$ cat config.mk
export PLATFORM = sky130hd
export DESIGN_NAME = ising_metropolis_spin_update_unit
export DESIGN_NICKNAME = d
export VERILOG_FILES = /design/src/isingm_pkg.sv /design/src/isingm_ram.sv /design/src/isingm_cfg.sv /design/src/isingm_core.sv /design/src/ising_metropolis_spin_update_unit.sv
export VERILOG_INCLUDE_DIRS = /design/src /design/src/src
export SDC_FILE = /design/constraint.sdc
export NUM_CORES = 2
export LEC_CHECK = 0
export BUFFER_PORTS_ARGS = -buffer_cell sky130_fd_sc_hd__clkbuf_2
export CORE_MARGIN = 3
export CORE_UTILIZATION = 50
export DETAILED_ROUTE_END_ITERATION = 8
export GPL_TIMING_DRIVEN = 0
export PLACE_DENSITY = 0.77
export SYNTH_ARGS = -nofsm -noshare
export SYNTH_HDL_FRONTEND = slang
export SYNTH_SLANG_ARGS = --single-unit
export TNS_END_PERCENT = 50
$ cat constraint.sdc
create_clock -name clk -period 8.5 [get_ports clk]
set_clock_uncertainty 0.2 [all_clocks]
set_input_delay 0.85 -clock clk [delete_from_list [all_inputs] [get_ports clk]]
set_output_delay 0.85 -clock clk [all_outputs]
set_load 0.02 [all_outputs]
$ cat src/ising_metropolis_spin_update_unit_macros.svh
`ifndef ISING_METROPOLIS_SPIN_UPDATE_UNIT_MACROS_SVH
`define ISING_METROPOLIS_SPIN_UPDATE_UNIT_MACROS_SVH

// same-cycle implication
`define ISINGM_ASSERT_IMP(lbl, clk, rst_n, pre, post) \
  lbl: assert property (@(posedge clk) disable iff (!rst_n) (pre) |-> (post)) \
    else $error("isingm assertion failed");

// next-cycle implication
`define ISINGM_ASSERT_NXT(lbl, clk, rst_n, pre, post) \
  lbl: assert property (@(posedge clk) disable iff (!rst_n) (pre) |=> (post)) \
    else $error("isingm assertion failed");

`endif

$ cat src/isingm_pkg.sv
`default_nettype none

package isingm_pkg;

  localparam int LATTICE_SIDE = 32;
  localparam int RANDOM_BITS  = 16;

  localparam int ADDR_W    = $clog2(LATTICE_SIDE);
  localparam int SITE_IN_W = 5;
  localparam int DRAW_W    = 16;
  localparam int THR_W     = 16;
  localparam int MAG_W     = 12;
  localparam int ENERGY_W  = 13;
  localparam int DE_W      = 6;

  localparam int IN_TDATA_W  = 32;
  localparam int OUT_TDATA_W = 32;
  localparam int CFG_ADDR_W  = 3;
  localparam int CFG_DATA_W  = 32;

  localparam int CMP_W        = (RANDOM_BITS > DRAW_W) ? RANDOM_BITS : DRAW_W;
  localparam int THRESH_SHIFT = (RANDOM_BITS >= DRAW_W) ? RANDOM_BITS - DRAW_W : 0;
  localparam int DRAW_SHIFT   = (RANDOM_BITS >= DRAW_W) ? 0 : DRAW_W - RANDOM_BITS;
  localparam logic [DRAW_W-1:0] DRAW_MASK =
    (RANDOM_BITS >= DRAW_W) ? {DRAW_W{1'b1}} : DRAW_W'((1 << RANDOM_BITS) - 1);

  localparam logic signed [MAG_W-1:0] MAG_RESET =
    MAG_W'(LATTICE_SIDE * LATTICE_SIDE);
  localparam logic signed [ENERGY_W-1:0] ENERGY_RESET =
    ENERGY_W'(-2 * LATTICE_SIDE * LATTICE_SIDE);
  localparam logic [THR_W-1:0] THR4_RESET = THR_W'(4555);
  localparam logic [THR_W-1:0] THR8_RESET = THR_W'(317);

  localparam logic signed [DE_W-1:0] DE_LOW  = 6'sd4;
  localparam logic signed [DE_W-1:0] DE_HIGH = 6'sd8;
  localparam logic signed [DE_W-1:0] DE_BIAS = 6'sd8;

  typedef enum logic [2:0] {
    ST_CLEAR,
    ST_IDLE,
    ST_RD_UP,
    ST_RD_DN,
    ST_RD_CUR
  } state_t;

  typedef enum logic [0:0] {
    REG_THR4 = 1'b0,
    REG_THR8 = 1'b1
  } reg_sel_t;

  typedef struct packed {
    logic [THR_W-1:0] thr4;
    logic [THR_W-1:0] thr8;
  } thresholds_t;

  // reduce a raw coordinate modulo the lattice side
  function automatic logic [ADDR_W-1:0] wrap_site(input logic [SITE_IN_W-1:0] v);
    logic [SITE_IN_W:0] t;
    t = {1'b0, v};
    for (int i = 0; i < 8; i++) begin
      if (int'(t) >= LATTICE_SIDE) begin
        t = t - (SITE_IN_W + 1)'(LATTICE_SIDE);
      end
    end
    return ADDR_W'(t);
  endfunction

  function automatic logic [ADDR_W-1:0] step_back(input logic [ADDR_W-1:0] v);
    return (v == '0) ? ADDR_W'(LATTICE_SIDE - 1) : v - 1'b1;
  endfunction

  function automatic logic [ADDR_W-1:0] step_fwd(input logic [ADDR_W-1:0] v);
    return (v == ADDR_W'(LATTICE_SIDE - 1)) ? '0 : v + 1'b1;
  endfunction

endpackage

`default_nettype wire

$ cat src/isingm_ram.sv
`default_nettype none

module isingm_ram #(
  parameter int WIDTH = 32,
  parameter int DEPTH = 32
) (
  input  logic                     clk,
  input  logic                     we,
  input  logic [$clog2(DEPTH)-1:0] waddr,
  input  logic [WIDTH-1:0]         wdata,
  input  logic                     re,
  input  logic [$clog2(DEPTH)-1:0] raddr,
  output logic [WIDTH-1:0]         rdata
);

  logic [WIDTH-1:0] mem [DEPTH];

  always_ff @(posedge clk) begin
    if (we) begin
      mem[waddr] <= wdata;
    end
    if (re) begin
      rdata <= mem[raddr];
    end
  end

endmodule

`default_nettype wire

$ cat src/isingm_cfg.sv
`default_nettype none

module isingm_cfg import isingm_pkg::*; (
  input  logic                  clk,
  input  logic                  rst_n,
  input  logic                  cfg_psel,
  input  logic                  cfg_penable,
  input  logic                  cfg_pwrite,
  input  logic [CFG_ADDR_W-1:0] cfg_paddr,
  input  logic [CFG_DATA_W-1:0] cfg_pwdata,
  output logic [CFG_DATA_W-1:0] cfg_prdata,
  output logic                  cfg_pready,
  output thresholds_t           thr
);

  logic [THR_W-1:0] thr4_r, thr4_nxt;
  logic [THR_W-1:0] thr8_r, thr8_nxt;
  logic             wr_en;
  reg_sel_t         sel;

  assign cfg_pready = 1'b1;
  assign wr_en      = cfg_psel && cfg_penable && cfg_pwrite && cfg_pready;
  assign sel        = reg_sel_t'(cfg_paddr[2]);

  always_comb begin
    thr4_nxt   = thr4_r;
    thr8_nxt   = thr8_r;
    cfg_prdata = '0;
    unique case (sel)
      REG_THR4: begin
        cfg_prdata = CFG_DATA_W'(thr4_r);
        if (wr_en) begin
          thr4_nxt = cfg_pwdata[THR_W-1:0];
        end
      end
      REG_THR8: begin
        cfg_prdata = CFG_DATA_W'(thr8_r);
        if (wr_en) begin
          thr8_nxt = cfg_pwdata[THR_W-1:0];
        end
      end
      default: cfg_prdata = '0;
    endcase
  end

  always_ff @(posedge clk) begin
    if (!rst_n) begin
      thr4_r <= THR4_RESET;
      thr8_r <= THR8_RESET;
    end else begin
      thr4_r <= thr4_nxt;
      thr8_r <= thr8_nxt;
    end
  end

  assign thr.thr4 = thr4_r;
  assign thr.thr8 = thr8_r;

endmodule

`default_nettype wire

$ cat src/isingm_core.sv
`default_nettype none
`include "ising_metropolis_spin_update_unit_macros.svh"

module isingm_core import isingm_pkg::*; (
  input  logic                   clk,
  input  logic                   rst_n,
  input  thresholds_t            thr,
  input  logic                   in_tvalid,
  output logic                   in_tready,
  input  logic [IN_TDATA_W-1:0]  in_tdata,
  output logic                   out_tvalid,
  input  logic                   out_tready,
  output logic [OUT_TDATA_W-1:0] out_tdata,
  output logic                   out_tuser
);

  state_t state_r, state_nxt;

  logic [ADDR_W-1:0] clr_cnt_r, clr_cnt_nxt;
  logic              out_valid_r, out_valid_nxt;
  logic              out_flip_r;

  logic signed [MAG_W-1:0]    mag_r, mag_nxt;
  logic signed [ENERGY_W-1:0] energy_r, energy_nxt;

  logic [ADDR_W-1:0] row_r, col_r;
  logic [DRAW_W-1:0] draw_r;
  logic              up_bit_r, dn_bit_r;

  logic [SITE_IN_W-1:0] in_row, in_col;
  logic [DRAW_W-1:0]    in_draw;
  logic                 in_acc;

  logic                    mem_we, mem_re;
  logic [ADDR_W-1:0]       mem_waddr, mem_raddr;
  logic [LATTICE_SIDE-1:0] mem_wdata, mem_rdata, flip_row;

  logic                   spin, left_bit, right_bit, accept, commit;
  logic [2:0]             ones;
  logic signed [DE_W-1:0] twice_nsum, de;
  logic [CMP_W-1:0]       draw_cmp, thr4_cmp, thr8_cmp;

  assign in_row  = in_tdata[SITE_IN_W-1:0];
  assign in_col  = in_tdata[2*SITE_IN_W-1:SITE_IN_W];
  assign in_draw = in_tdata[2*SITE_IN_W +: DRAW_W];
  assign in_acc  = in_tvalid && in_tready;

  isingm_ram #(
    .WIDTH (LATTICE_SIDE),
    .DEPTH (LATTICE_SIDE)
  ) u_lattice (
    .clk   (clk),
    .we    (mem_we),
    .waddr (mem_waddr),
    .wdata (mem_wdata),
    .re    (mem_re),
    .raddr (mem_raddr),
    .rdata (mem_rdata)
  );

  // energy change from the current row word and the two latched neighbors
  assign spin      = mem_rdata[col_r];
  assign left_bit  = mem_rdata[step_back(col_r)];
  assign right_bit = mem_rdata[step_fwd(col_r)];
  assign ones      = {2'b00, up_bit_r} + {2'b00, dn_bit_r}
                   + {2'b00, left_bit} + {2'b00, right_bit};
  assign twice_nsum = $signed({1'b0, ones, 2'b00}) - DE_BIAS;
  assign de         = spin ? twice_nsum : -twice_nsum;

  assign draw_cmp = CMP_W'(draw_r & DRAW_MASK) << DRAW_SHIFT;
  assign thr4_cmp = CMP_W'(thr.thr4) << THRESH_SHIFT;
  assign thr8_cmp = CMP_W'(thr.thr8) << THRESH_SHIFT;

  assign accept = (de <= 0)
               || ((de == DE_LOW)  && (draw_cmp < thr4_cmp))
               || ((de == DE_HIGH) && (draw_cmp < thr8_cmp));

  assign flip_row = mem_rdata ^ (LATTICE_SIDE'(1) << col_r);

  always_comb begin
    state_nxt = state_r;
    unique case (state_r)
      ST_CLEAR: begin
        if (clr_cnt_r == ADDR_W'(LATTICE_SIDE - 1)) begin
          state_nxt = ST_IDLE;
        end
      end
      ST_IDLE: begin
        if (in_tvalid) begin
          state_nxt = ST_RD_UP;
        end
      end
      ST_RD_UP:  state_nxt = ST_RD_DN;
      ST_RD_DN:  state_nxt = ST_RD_CUR;
      ST_RD_CUR: begin
        if (!out_valid_r || out_tready) begin
          state_nxt = ST_IDLE;
        end
      end
      default: state_nxt = ST_CLEAR;
    endcase
  end

  always_comb begin
    in_tready = 1'b0;
    mem_re    = 1'b0;
    mem_raddr = row_r;
    mem_we    = 1'b0;
    mem_waddr = row_r;
    mem_wdata = flip_row;
    commit    = 1'b0;
    unique case (state_r)
      ST_CLEAR: begin
        mem_we    = 1'b1;
        mem_waddr = clr_cnt_r;
        mem_wdata = '1;
      end
      ST_IDLE: begin
        in_tready = 1'b1;
        mem_re    = in_tvalid;
        mem_raddr = step_back(wrap_site(in_row));
      end
      ST_RD_UP: begin
        mem_re    = 1'b1;
        mem_raddr = step_fwd(row_r);
      end
      ST_RD_DN: begin
        mem_re    = 1'b1;
        mem_raddr = row_r;
      end
      ST_RD_CUR: begin
        commit = !out_valid_r || out_tready;
        mem_we = commit && accept;
      end
      default: begin
        in_tready = 1'b0;
      end
    endcase
  end

  assign clr_cnt_nxt = (state_r == ST_CLEAR) ? clr_cnt_r + 1'b1 : clr_cnt_r;

  always_comb begin
    out_valid_nxt = out_valid_r;
    if (commit) begin
      out_valid_nxt = 1'b1;
    end else if (out_tready) begin
      out_valid_nxt = 1'b0;
    end
  end

  assign mag_nxt    = (commit && accept)
                    ? mag_r + (spin ? -MAG_W'(2) : MAG_W'(2)) : mag_r;
  assign energy_nxt = (commit && accept) ? energy_r + ENERGY_W'(de) : energy_r;

  always_ff @(posedge clk) begin
    if (!rst_n) begin
      state_r     <= ST_CLEAR;
      clr_cnt_r   <= '0;
      out_valid_r <= 1'b0;
      mag_r       <= MAG_RESET;
      energy_r    <= ENERGY_RESET;
    end else begin
      state_r     <= state_nxt;
      clr_cnt_r   <= clr_cnt_nxt;
      out_valid_r <= out_valid_nxt;
      mag_r       <= mag_nxt;
      energy_r    <= energy_nxt;
    end
  end

  always_ff @(posedge clk) begin
    if (in_acc) begin
      row_r  <= wrap_site(in_row);
      col_r  <= wrap_site(in_col);
      draw_r <= in_draw;
    end
    if (state_r == ST_RD_UP) begin
      up_bit_r <= mem_rdata[col_r];
    end
    if (state_r == ST_RD_DN) begin
      dn_bit_r <= mem_rdata[col_r];
    end
    if (commit) begin
      out_flip_r <= accept;
    end
  end

  assign out_tvalid = out_valid_r;
  assign out_tuser  = out_flip_r;
  assign out_tdata  = {{(OUT_TDATA_W - MAG_W - ENERGY_W){1'b0}}, energy_r, mag_r};

  `ISINGM_ASSERT_NXT(a_accept_starts_read, clk, rst_n, in_acc, state_r == ST_RD_UP)
  `ISINGM_ASSERT_IMP(a_write_phase, clk, rst_n, mem_we,
                     state_r == ST_CLEAR || state_r == ST_RD_CUR)
  `ISINGM_ASSERT_IMP(a_mag_even, clk, rst_n, 1'b1, mag_r[0] == 1'b0)
  `ISINGM_ASSERT_IMP(a_energy_step, clk, rst_n, 1'b1, energy_r[1:0] == 2'b00)

endmodule

`default_nettype wire

$ cat src/ising_metropolis_spin_update_unit.sv
// channel | dir | handshake           | payload
// in_     | in  | in_tvalid/in_tready | tdata: site_row, site_col, random_draw
// out_    | out | out_tvalid/out_tready | tdata: total_magnetization, total_energy;
//         |     |                     | tuser: flipped
// cfg_    | in  | psel/penable/pready | accept_threshold_4 @0x0, accept_threshold_8 @0x4
//
// Per item: three row reads from the lattice RAM (up row, down row, then the current row),
// then the row write-back and result load in ST_RD_CUR; the next item is taken after that.
// After reset a clearing pass sets all LATTICE_SIDE (32) rows of the lattice to +1, one row
// per cycle; in_tready stays low meanwhile, cfg writes are taken.
// A result waiting on out_tready does not block acceptance of the next item;
// only its write-back stage waits for the output register to free up.
`default_nettype none

module ising_metropolis_spin_update_unit import isingm_pkg::*; (
  input  logic                   clk,
  input  logic                   rst_n,
  input  logic                   in_tvalid,
  output logic                   in_tready,
  // [4:0] site_row, [9:5] site_col, [25:10] random_draw, [31:26] zero
  input  logic [IN_TDATA_W-1:0]  in_tdata,
  output logic                   out_tvalid,
  input  logic                   out_tready,
  // [11:0] total_magnetization, [24:12] total_energy, [31:25] zero
  output logic [OUT_TDATA_W-1:0] out_tdata,
  // [0] flipped
  output logic                   out_tuser,
  input  logic                   cfg_psel,
  input  logic                   cfg_penable,
  input  logic                   cfg_pwrite,
  input  logic [CFG_ADDR_W-1:0]  cfg_paddr,
  input  logic [CFG_DATA_W-1:0]  cfg_pwdata,
  output logic [CFG_DATA_W-1:0]  cfg_prdata,
  output logic                   cfg_pready
);

  thresholds_t thr;

  isingm_cfg u_cfg (
    .clk         (clk),
    .rst_n       (rst_n),
    .cfg_psel    (cfg_psel),
    .cfg_penable (cfg_penable),
    .cfg_pwrite  (cfg_pwrite),
    .cfg_paddr   (cfg_paddr),
    .cfg_pwdata  (cfg_pwdata),
    .cfg_prdata  (cfg_prdata),
    .cfg_pready  (cfg_pready),
    .thr         (thr)
  );

  isingm_core u_core (
    .clk        (clk),
    .rst_n      (rst_n),
    .thr        (thr),
    .in_tvalid  (in_tvalid),
    .in_tready  (in_tready),
    .in_tdata   (in_tdata),
    .out_tvalid (out_tvalid),
    .out_tready (out_tready),
    .out_tdata  (out_tdata),
    .out_tuser  (out_tuser)
  );

endmodule

`default_nettype wire

==> run summary <==
H-tree levels: 3
CTS Hold Bufs: 0
critical path's largest stage delay: 0.82 ns
Final Cell Area: 0.0552 mm2
Post-Synth Adder-Cell Area: 0.0185
Pleak: 17.1 nW
initial antenna violation count: 2
largest cells by area after synthesis: edfxtp_1, mux4_2, mux2_2, dfxtp_1, ha_1
CTS tree: yes
Reg clk slew, reported paths: 0.06 ns
Syn Area/Cell: 18.7 um2
total wire length: 118000 um
largest net degree at the start of global routing: 33
Gate Count Post-Synth: 2539
async set-reset flop share out of synthesis: 0
main combinational cell family by area after synthesis: multiplexers
minimum clock period: 8.19 ns
Synth Register Bits: 1148
reg2reg path depth: 21
max-cap viol count: 0
Critical Path Slowest Stage Cell: nor3_2
deepest clock path buffer count: 3
Hold Crit Class: in2reg
Num Clock Sinks: 1148
synth unique cells: 71
Root Driver: clkbuf_16
First-pass DRT Iterations: 5
total number of vias: 26371
Core Box Area: 0.0937 mm2
cts bufs inserted: 108
GRT Overall Usage: 0.241
worst r2r dst: u_core.u_lattice.mem[27][24]
RSZ-0062 raised after global routing: no
Synth Area in Compound Gates: 0.0352
status: complete, no violations
CP Class: reg2reg
GRT overflow: 0
warnings from Yosys: 0
die height: 314 um
number of vias per cell: 6.17
Critical R2R Launch: u_core.col_r[0]
area grow syn2layout: 16.1%
nature of the critical path startpoint: register
Post-synth top cells: edfxtp_1, mux4_2, nand2_1
placed cell areas: 0.0511 mm2
Hold Crit Start: in_tdata[6]
number of synthesized flops with an enable pin: 1085
fmax: 0.122 GHz
antenna-violating nets left: 0
Slew HR: 0.0294
count of final hold-check violations: 0
die footprint: 0.0988 mm2
Synth area leader: edfxtp_1
dominant synthesized flop cell: edfxtp_1
GPL Wtd Cong: 0.891
vias in the first global route: 26486
Worst-Margin Slew: 1.45 ns
first-pass GRT wire length: 175000 um
Routed WL per cell: 27.7 um
Critical Path Fanout Max: 10
power per cell area: 202 mW/mm2
# DRC: 0
Sum Neg Setup Slack: 0 ns
setup violators final: 0
mux cell area share after synthesis: 0.169
IO buf count: 88
worst-path cell chain: buf_6 -> buf_4 -> inv_1 -> ha_1 -> clkdlybuf4s15_2 -> clkbuf_1 -> a211oi_1 -> a21oi_1 -> a22oi_1 -> mux4_2 -> inv_1 -> fa_1 -> fa_1 -> or4b_4 -> a22o_1 -> o211a_1 -> buf_6 -> o32a_4 -> buf_6 -> nor3_2 -> buf_6
Layout Nets: 3064
share of the synthesized area in the top cell type: 0.685
worst reg-to-reg setup slack: 0.31 ns
post-synthesis xor/xnor area fraction: 0.00645
clk_lat worst skew: 0.71 ns
Worst Setup SP: u_core.col_r[0]
fin. max-slew vios: 0
hpwl dp: 80500 um
Required @ worst endpoint: 8.69 ns
Top cell by count, worst path: buf_6
synthesized cell area: 0.0475 mm2
sequential area share after synthesis: 0.712
Initial DRC Count: 3225
crit share post-route: 0.963
Initial Utilization: 0.507
cell with the most instances after synthesis: edfxtp_1
Synth Area in Simple Gates: 0.0379
CP arrival: 8.38 ns
die width: 314 um
VDD IR-drop max: 0.229 mV
CP endpoint kind: register
Cell Rows: 112
share of cells above drive strength 1: 0.313
crit path to: u_core.u_lattice.mem[27][24]
IO Count: 142
worst min-delay path by stage:
stage	endpoint	slack (ns)	cells past startpoint
3_5_place_dp	u_cfg.thr4_r[15]	0.27	2
3_3_place_gp	u_cfg.thr4_r[10]	0.25	2
2_1_floorplan	u_cfg.thr4_r[10]	0.24	2
4_1_cts	u_core.col_r[1]	0.08	1
6_report	u_core.col_r[1]	0.12	1
5_1_grt	u_core.col_r[0]	0.1	1
where the power goes:
part	total (mW)	switching, mW	internal (mW)
clock	4.85	2.11	2.74
combinational	0.174	0.119	0.0550
sequential	6.12	0.00555	6.12
total	11.1	2.24	8.91
per-stage QoR:
step / cells / setup slack, ns / power (mW) / util / hold WS, ns
global placement: 3906 / -4.24 / 6.40 / 0.529 / 0.252
CTS: 4224 / 0.0672 / 11.2 / 0.584 / 0.0824
floorplan: 2564 / 0.168 / 6.34 / - / 0.243
global route: 4270 / 0.0336 / 11.4 / 0.589 / 0.0954
finish: 4271 / 0.311 / 11.1 / 0.589 / 0.124
detailed placement: 4020 / -0.932 / 6.41 / 0.545 / 0.266
registers in the layout, summed over array words and instances, names as in the netlist:
name                    flops
u_core.col_r                5
u_core.out_tvalid           1
u_cfg.thr8_r               16
u_core.mag_r               11
u_core.draw_cmp            16
u_core.u_lattice.mem     1024
u_core.energy_r            11
u_core.dn_bit_r             1
u_core.clr_cnt_r            5
u_core.out_tuser            1
u_core.up_bit_r             1
u_core.row_r                5
u_core.u_lattice.rdata     32
u_core.state_r              3
u_cfg.thr4_r               16
cell families (layout without fill, tap and decap cells):
kind of cell,count (synthesis),after routing
mux,439,439
buf+inv,217,669
compound gates,256,256
flops,1148,1148
other cells,2,28
fa+ha+maj,68,68
xor+xnor,35,35
simple gates,374,374
layer usage:
| layer | routed length [um] | track usage | vias to the layer above |
|---|---|---|---|
| li1 | - | - | 11014 |
| met1 | 47300 | 0.338 | 13640 |
| met2 | 56200 | 0.377 | 1466 |
| met3 | 9950 | 0.0463 | 247 |
| met4 | 4840 | 0.0934 | 4 |
| met5 | 24 | 0 | - |
final cells by class:
| cell class | count | area, um2 |
|---|---|---|
| diodes | 1 | 2.50 |
| plain buffers | 156 | 774 |
| clock buffers | 127 | 2810 |
| clock inverters | 77 | 785 |
| fillers | 6605 | 38500 |
| inverters | 60 | 225 |
| multi-input cells | 1199 | 13100 |
| flip-flops and latches | 1148 | 33800 |
| well taps | 1254 | 1570 |
| repair buffers | 249 | 2120 |
repair_timing:
action / CTS / global route
endpoints found under the setup margin: 980 / 592
resized for setup: 10 / 8
pin swaps: 0 / 14
cloned: 0 / 0
buffers inserted: 0 / 47
worst max-delay path: cells and delay by family (launching register included):
family	cells	cell delay, ns
AO/OA/AOI/OAI	6	1.34
flip-flops	1	0.49
buffers and inverters	9	2.42
multiplexers	1	0.57
adder cells (fa/ha/maj)	3	1.52
AND/OR/NAND/NOR	2	1.28
placed cells by master (no fill, tap or decap), types with 23 or more instances in the layout:
master,netlist,layout
edfxtp_1,1085,1085
inv_1,59,59
buf_2,30,31
dfxtp_1,63,63
nor2_1,62,62
clkbuf_2,0,89
clkbuf_16,0,109
mux2i_1,32,32
buf_4,30,81
nand2_1,134,134
o22ai_1,68,67
buf_6,4,98
mux4_2,272,272
ha_1,64,64
clkbuf_1,75,90
mux2_2,131,131
clkinv_1,0,23
nor3_2,1,26
conb_1,2,27
a21boi_0,24,24
a21oi_1,29,29
o21ai_0,55,48
nand3_1,36,34
clkinv_2,0,24
(Power assumes the default switching activity.)
